`config.mk`:
```
export PLATFORM = sky130hd
export DESIGN_NAME = delta_polyline_bbox_filter
export DESIGN_NICKNAME = d
export VERILOG_FILES = /design/src/rtl/core/dpbf_pkg.sv /design/src/rtl/core/delta_polyline_bbox_filter.sv
export SDC_FILE = /design/constraint.sdc
export NUM_CORES = 2
export LEC_CHECK = 0
export ABC_AREA = 1
export BUFFER_PORTS_ARGS = -buffer_cell sky130_fd_sc_hd__buf_2
export CAP_MARGIN = 15
export CORE_MARGIN = 4
export CORE_UTILIZATION = 30
export CTS_CLUSTER_SIZE = 40
export DETAILED_ROUTE_END_ITERATION = 10
export GPL_TIMING_DRIVEN = 0
export PLACE_DENSITY = 0.45
export RECOVER_POWER = 100
export SETUP_SLACK_MARGIN = 0.4
export SYNTH_ARGS = -nofsm -noshare
export SYNTH_HDL_FRONTEND = slang
export SYNTH_SLANG_ARGS = --single-unit
```
`constraint.sdc`:
```
create_clock -name clk -period 13.1 [get_ports clk]
set_input_delay 2.62 -clock clk [delete_from_list [all_inputs] [get_ports clk]]
set_output_delay 2.62 -clock clk [all_outputs]
set_load 0.02 [all_outputs]
```
`src/rtl/core/dpbf_pkg.sv`:
```
package dpbf_pkg;

  localparam int unsigned COORD_W = 32;
  localparam int unsigned QUERY_W = 31;
  localparam int unsigned DELTA_W = 27;
  localparam int unsigned CFG_IDX_W = 3;

  // The minimum trackers start from the largest positive coordinate.
  localparam logic [COORD_W-1:0] COORD_TOP = {1'b0, {(COORD_W-1){1'b1}}};

  typedef enum logic [CFG_IDX_W-1:0] {
    CFG_FILTER_ENABLE = 3'd0,
    CFG_QUERY_LEFT    = 3'd1,
    CFG_QUERY_TOP     = 3'd2,
    CFG_QUERY_RIGHT   = 3'd3,
    CFG_QUERY_BOTTOM  = 3'd4
  } cfg_idx_t;

  typedef struct packed {
    logic [COORD_W-1:0] point_x;
    logic [COORD_W-1:0] point_y;
    logic               end_of_object;
    logic               keep;
    logic [COORD_W-1:0] box_left;
    logic [COORD_W-1:0] box_top;
    logic [COORD_W-1:0] box_right;
    logic [COORD_W-1:0] box_bottom;
  } res_t;

endpackage

```
`src/rtl/core/delta_polyline_bbox_filter.sv`:
```
// Delta polyline decoder with bounding-box filter. Each accepted item is one
// vertex; its delta pair is shifted left by SHIFT and added (wrapping, 32 bit)
// to a running point, which a vertex marked first instead seeds from the tile
// origin with its low SHIFT bits cleared. Every item gives exactly one result
// item: the absolute point, and on the last vertex of an object the object's
// box and the keep flag (always 1 with the filter off). The block takes one
// item per clock while in_stall is low; each result is registered after the
// single stage of add, min/max and signed compares. A two-entry output buffer
// lets one more item in while a result is stalled.
module delta_polyline_bbox_filter
  import dpbf_pkg::*;
#(
  parameter int unsigned SHIFT = 5
) (
  input  logic                       clk,
  input  logic                       rst,
  input  logic                       cfg_we,
  input  logic [CFG_IDX_W-1:0]       cfg_index,
  input  logic [QUERY_W-1:0]         cfg_data,
  input  logic                       in_valid,
  output logic                       in_stall,
  input  logic                       first,
  input  logic                       last,
  input  logic [QUERY_W-1:0]         origin_x,
  input  logic [QUERY_W-1:0]         origin_y,
  input  logic signed [DELTA_W-1:0]  delta_x,
  input  logic signed [DELTA_W-1:0]  delta_y,
  output logic                       out_valid,
  input  logic                       out_stall,
  output logic signed [COORD_W-1:0]  point_x,
  output logic signed [COORD_W-1:0]  point_y,
  output logic                       end_of_object,
  output logic                       keep,
  output logic signed [COORD_W-1:0]  box_left,
  output logic signed [COORD_W-1:0]  box_top,
  output logic signed [COORD_W-1:0]  box_right,
  output logic signed [COORD_W-1:0]  box_bottom
);

  localparam logic [QUERY_W-1:0] ORIGIN_MASK = ~((QUERY_W'(1) << SHIFT) - QUERY_W'(1));

  logic               filter_enable;
  logic [QUERY_W-1:0] query_left;
  logic [QUERY_W-1:0] query_top;
  logic [QUERY_W-1:0] query_right;
  logic [QUERY_W-1:0] query_bottom;

  logic [COORD_W-1:0] run_x;
  logic [COORD_W-1:0] run_y;
  logic [COORD_W-1:0] min_x;
  logic [COORD_W-1:0] min_y;
  logic [COORD_W-1:0] max_x;
  logic [COORD_W-1:0] max_y;
  logic               hit_seen;

  logic [COORD_W-1:0] run_x_next;
  logic [COORD_W-1:0] run_y_next;
  logic [COORD_W-1:0] min_x_next;
  logic [COORD_W-1:0] min_y_next;
  logic [COORD_W-1:0] max_x_next;
  logic [COORD_W-1:0] max_y_next;
  logic               hit_seen_next;

  logic [COORD_W-1:0] base_x;
  logic [COORD_W-1:0] base_y;
  logic [COORD_W-1:0] min_x_cur;
  logic [COORD_W-1:0] min_y_cur;
  logic [COORD_W-1:0] max_x_cur;
  logic [COORD_W-1:0] max_y_cur;
  logic signed [COORD_W-1:0] step_x;
  logic signed [COORD_W-1:0] step_y;
  logic signed [COORD_W-1:0] ql;
  logic signed [COORD_W-1:0] qt;
  logic signed [COORD_W-1:0] qr;
  logic signed [COORD_W-1:0] qb;
  logic               in_box;
  logic               overlap;
  res_t               res_new;

  res_t               out_res;
  res_t               skid_res;
  logic               skid_full;
  logic               in_acc;
  logic               out_acc;

  assign in_stall = skid_full;
  assign in_acc   = in_valid & ~in_stall;
  assign out_acc  = out_valid & ~out_stall;

  // Configuration registers; indexes past the list are ignored.
  always_ff @(posedge clk) begin
    if (rst) begin
      filter_enable <= 1'b0;
      query_left    <= '0;
      query_top     <= '0;
      query_right   <= '1;
      query_bottom  <= '1;
    end else if (cfg_we) begin
      case (cfg_idx_t'(cfg_index))
        CFG_FILTER_ENABLE: filter_enable <= cfg_data[0];
        CFG_QUERY_LEFT:    query_left    <= cfg_data;
        CFG_QUERY_TOP:     query_top     <= cfg_data;
        CFG_QUERY_RIGHT:   query_right   <= cfg_data;
        CFG_QUERY_BOTTOM:  query_bottom  <= cfg_data;
        default: ;
      endcase
    end
  end

  always_comb begin
    step_x = COORD_W'(delta_x) <<< SHIFT;
    step_y = COORD_W'(delta_y) <<< SHIFT;

    base_x    = first ? {1'b0, origin_x & ORIGIN_MASK} : run_x;
    base_y    = first ? {1'b0, origin_y & ORIGIN_MASK} : run_y;
    min_x_cur = first ? COORD_TOP : min_x;
    min_y_cur = first ? COORD_TOP : min_y;
    max_x_cur = first ? '0 : max_x;
    max_y_cur = first ? '0 : max_y;

    run_x_next = base_x + step_x;
    run_y_next = base_y + step_y;

    ql = {1'b0, query_left};
    qt = {1'b0, query_top};
    qr = {1'b0, query_right};
    qb = {1'b0, query_bottom};

    in_box = ($signed(run_x_next) >= ql) && ($signed(run_x_next) <= qr) &&
             ($signed(run_y_next) >= qt) && ($signed(run_y_next) <= qb);
    hit_seen_next = (~first & hit_seen) | in_box;

    min_x_next = ($signed(run_x_next) < $signed(min_x_cur)) ? run_x_next : min_x_cur;
    min_y_next = ($signed(run_y_next) < $signed(min_y_cur)) ? run_y_next : min_y_cur;
    max_x_next = ($signed(run_x_next) > $signed(max_x_cur)) ? run_x_next : max_x_cur;
    max_y_next = ($signed(run_y_next) > $signed(max_y_cur)) ? run_y_next : max_y_cur;

    // Boxes that share only an edge still count as overlapping.
    overlap = !(($signed(min_x_next) > qr) || ($signed(max_x_next) < ql) ||
                ($signed(min_y_next) > qb) || ($signed(max_y_next) < qt));

    res_new.point_x       = run_x_next;
    res_new.point_y       = run_y_next;
    res_new.end_of_object = last;
    res_new.keep          = last & (~filter_enable | hit_seen_next | overlap);
    res_new.box_left      = last ? min_x_next : '0;
    res_new.box_top       = last ? min_y_next : '0;
    res_new.box_right     = last ? max_x_next : '0;
    res_new.box_bottom    = last ? max_y_next : '0;
  end

  always_ff @(posedge clk) begin
    if (rst) begin
      run_x    <= '0;
      run_y    <= '0;
      min_x    <= COORD_TOP;
      min_y    <= COORD_TOP;
      max_x    <= '0;
      max_y    <= '0;
      hit_seen <= 1'b0;
    end else if (in_acc) begin
      run_x    <= run_x_next;
      run_y    <= run_y_next;
      min_x    <= min_x_next;
      min_y    <= min_y_next;
      max_x    <= max_x_next;
      max_y    <= max_y_next;
      hit_seen <= hit_seen_next;
    end
  end

  // Output register with a skid entry behind it. The skid entry fills only
  // when a new item arrives while the output register is stalled.
  always_ff @(posedge clk) begin
    if (rst) begin
      out_valid <= 1'b0;
      skid_full <= 1'b0;
    end else if (!out_valid || out_acc) begin
      if (skid_full) begin
        out_valid <= 1'b1;
        skid_full <= 1'b0;
      end else begin
        out_valid <= in_acc;
      end
    end else if (in_acc) begin
      skid_full <= 1'b1;
    end
  end

  always_ff @(posedge clk) begin
    if (!out_valid || out_acc) begin
      if (skid_full) begin
        out_res <= skid_res;
      end else if (in_acc) begin
        out_res <= res_new;
      end
    end else if (in_acc) begin
      skid_res <= res_new;
    end
  end

  assign point_x       = out_res.point_x;
  assign point_y       = out_res.point_y;
  assign end_of_object = out_res.end_of_object;
  assign keep          = out_res.keep;
  assign box_left      = out_res.box_left;
  assign box_top       = out_res.box_top;
  assign box_right     = out_res.box_right;
  assign box_bottom    = out_res.box_bottom;

  a_skid_behind_out: assert property (@(posedge clk) disable iff (rst)
    skid_full |-> out_valid)
    else $error("skid entry holds an item while the output register is empty");

  a_mid_object_clear: assert property (@(posedge clk) disable iff (rst)
    (out_valid && !end_of_object) |->
      (!keep && box_left == '0 && box_top == '0 && box_right == '0 && box_bottom == '0))
    else $error("result inside an object carries keep or box data");

  a_filter_off_keeps: assert property (@(posedge clk) disable iff (rst)
    (out_valid && end_of_object && !filter_enable) |-> keep)
    else $error("object dropped while the filter is off");

endmodule
```
==> results.yml <==
status:
  run_status: "complete, but fails checks"
  violations: "capacitance limit, slew limit"
worst_setup_path:
  setup.worst_path.start: "first"
  crit_arrival_ps: 12980
  endpoint: "keep$_DFFE_PP_"
  r2r.worst_path.cells: 10
  cell_at_the_slowest_stage_of_the_critical_path: "o21ai_0"
  crit-reg2reg-capture: "box_right[6]$_DFFE_PP_"
  crit_path_required_time_ps: 13550
  worstPathMaxFanout: 10
  timing_worst_setup_path_type: "in -> reg"
  timing.critical_path.to_type: "flop"
  timing.critical_path.mode_cell: "nand2_1"
  r2r-start: "in_stall$_SDFFE_PP0P_"
  cpLargestDelayFamily: "buffers and inverters"
  reg2reg_slack_ps: 2730
  cp_slowest_stage_delay_ps: 1020
  setup.worst_path.start_class: "input port"
  cp.depth: 43
  worst_path_buffer_plus_inverter_count: 10
clock_network:
  clk_pin_slew_ps: 70
  clkSinkCount: 708
  cts_buffers: 89
  root_buf_cell: "clkbuf_16"
  cts_tree: "done"
  clock_tree.htree_level_count: 3
  cts_buffer_depth: 3
  insertion_delay_ps: 710
routing:
  ant_nets: 0
  avgViaCountPerCell: 5.04
  drc_violations: 0
  top_routing_layer_used: "met5"
  drt_pre_antenna_iters: 5
  wl_met3_um: 12400
  route.met2.wl_um: 71200
  met1Wirelength_um: 79100
  routed_wire_length_per_instance_um: 23.6
  first_iter_violations: 3036
  drt_wl_total_um: 167000
  routed-via-count: 35600
die:
  die_x_um: 372
  floorplan.rows: 133
  io-pin-count: 353
  die_y_um: 372
  initial_core_util_pct: 30.2
  design.core.area_um2: 131000
  design.die.area_um2: 138000
final_layout:
  area_of_combinational_cells_with_multiple_inputs_um2: 18400
  final_cell_mix: "919 x nand2_1, 657 x inv_1, 610 x o21ai_0"
  final_layout_size_suffix_gt1_share_pct: 7.05
  mostFrequentLayoutCell: "nand2_1"
  area_grow_syn2layout_pct: 17.9
  final-seq-area_um2: 18100
  finish.cell_count_without_fillers: 7060
  fillCellCount: 14000
  finalCoreUtilization_pct: 35.6
  nets: 5782
sta:
  finalHoldViolations: 0
  rsz0062_at_grt: "no"
  setup_tns_ps: 0
  final.setup_skew_ps: 39.7
  layout_worst_path_cycle_share_pct: 95.7
  setup_viol: 0
  slew_headroom_pct: -27.6
  fin_crit_ps: 12530
  fmax_mhz: 79.8
  fin_worst_hold_slack_ps: 457
  slew_violations: 296
  timing_worst_slew_pin_value_ps: 1910
min_path:
  worstHoldPathCells: 2
  hold_path.class: "reg -> reg"
  worstHoldStart: "run_y[2]$_SDFFE_PP0P_"
run:
  maxCapViolations: 11
placement:
  numPlacedInstances: 6872
  place.detailed.hpwl_um: 132000
  numPortBuffers: 340
  gp_routability_congestion: 0.928
global_routing:
  global_route_wire_length_before_repair_um: 236000
  grt_usage_pct: 23.6
  first_global_vias: 33300
  grt_max_degree: 33
  antenna_found_initial: 28
  grt_overflow: 0
synthesis:
  async_flop_share_pct: 0
  ys_seq_area_share_pct: 45.5
  syn-instance-count: 4748
  yosys_warnings: 0
  synth.distinct_cells: 58
  synth.cell_area_um2: 39700
  synth.avg_cell_area_um2: 8.35
  number_of_enable_type_register_cells_in_the_synthesized_netlist: 388
  dominantRegCellSynth: "edfxtp_1"
  synth_seq_cells: 708
  synth_fp_nets: 5315
pwr:
  irDropWorstVdd_mv: 0.0987
  power_mw: 8.37
  power.static_leakage_nw: 20.4
  pwr_density_cell_nw_per_um2: 179
-- area by class of cell --
type	instances	share of cell area (%)
buffer	215	1.87
sequential	708	38.6
clock inverter	42	1.11
tap	1755	4.70
timing repair buffer	376	3.58
clock buffer	125	5.38
antenna	14	0.0750
multi-input combinational	3157	39.3
inverter	668	5.36
-- routing by layer --
layer | track usage [%] | vias to the layer above
li1 | - | 17000
met1 | 34.5 | 17200
met2 | 35.5 | 1179
met3 | 4.22 | 187
met4 | 6.53 | 10
met5 | 0 | -
-- worst register-to-register path, delay by kind of cell (launching register included) --
family	cells	cell delay (ps)
AND/OR/NAND/NOR	1	230
buffers and inverters	8	7910
AO/OA/AOI/OAI	1	1490
flip-flops	1	320
-- cells by family after synthesis --
logic type / synth area share, %
buffers and inverters: 8.42
flip-flops: 45.5
AO/OA/AOI/OAI: 17.0
XOR/XNOR: 0.969
AND/OR/NAND/NOR: 15.1
adder cells (fa/ha/maj): 13.0
-- timing repair --
item	in CTS	in global routing
setup endpoints to repair	271	2
gates resized for setup	49	34
hold buffers	0	0
buffers inserted	1	0
-- cell usage after synthesis, types with 3 or more instances --
cell type  number  area share, %
inv_1         650            6.2
ha_1          408             13
a31o_2          4          0.088
buf_2           9           0.11
o21ai_1        35           0.44
buf_1          13           0.12
clkbuf_1      191            1.8
o21ai_2         6           0.13
xnor2_1        11           0.24
o2111ai_1       5           0.11
o21ai_0       593            7.5
o21bai_1       10           0.19
nand3_1       126            1.6
a211oi_1       15           0.28
inv_2          14           0.13
a2111oi_0       3          0.066
and3_1          3          0.047
nand2_1       911            8.6
o221ai_1        9           0.20
nor3_1         29           0.37
nand2_2        16           0.25
nand4_1        50           0.79
or2_2           3          0.047
nand3_2         3          0.076
edfxtp_1      388             29
a21oi_2         4          0.088
a31oi_1         8           0.13
o21a_1          9           0.17
a21o_1          6           0.11
nand3b_1        5          0.095
o221a_2         3          0.085
clkinv_1        4          0.038
a21oi_1       413            5.2
dfxtp_1       320             16
nor2_1        308            2.9
nor4_1          4          0.063
o211ai_1       99            1.9
a21boi_1        5          0.095
xor2_1         31           0.68
-- report_power, final --
group          internal (mW)  switching (mW)  leakage [nW]  total (mW)
registers               2.66          0.0876          6.31        2.74
clock network           1.54            1.06          1.48        2.60
logic                  0.814            2.22          12.6        3.03
-- how the worst min path moves through the flow --
stage	to
6_report	run_y[2]$_SDFFE_PP0P_
5_1_grt	run_x[5]$_SDFFE_PP0P_
4_1_cts	run_x[5]$_SDFFE_PP0P_
3_5_place_dp	run_x[5]$_SDFFE_PP0P_
3_3_place_gp	run_x[5]$_SDFFE_PP0P_
2_1_floorplan	run_x[5]$_SDFFE_PP0P_
-- through the flow --
stage          worst slack (ps)  instance area, um^2
2_1_floorplan               502                39700
3_3_place_gp              -8250                43600
3_5_place_dp              -4180                44100
4_1_cts                     418                47200
5_1_grt                     214                46700
6_report                    568                46700
-- sequential cells by signal, indices dropped and copies added (netlist names), 31 cells and up --
signal        cells
min_x            32
run_x            32
query_left       31
box_left         32
query_bottom     31
run_y            32
box_top          32
box_right        32
min_y            32
max_y            32
skid_res        194
query_top        31
point_x          32
query_right      31
point_y          32
box_bottom       32
max_x            32
Power figures use the tool's default switching activity.
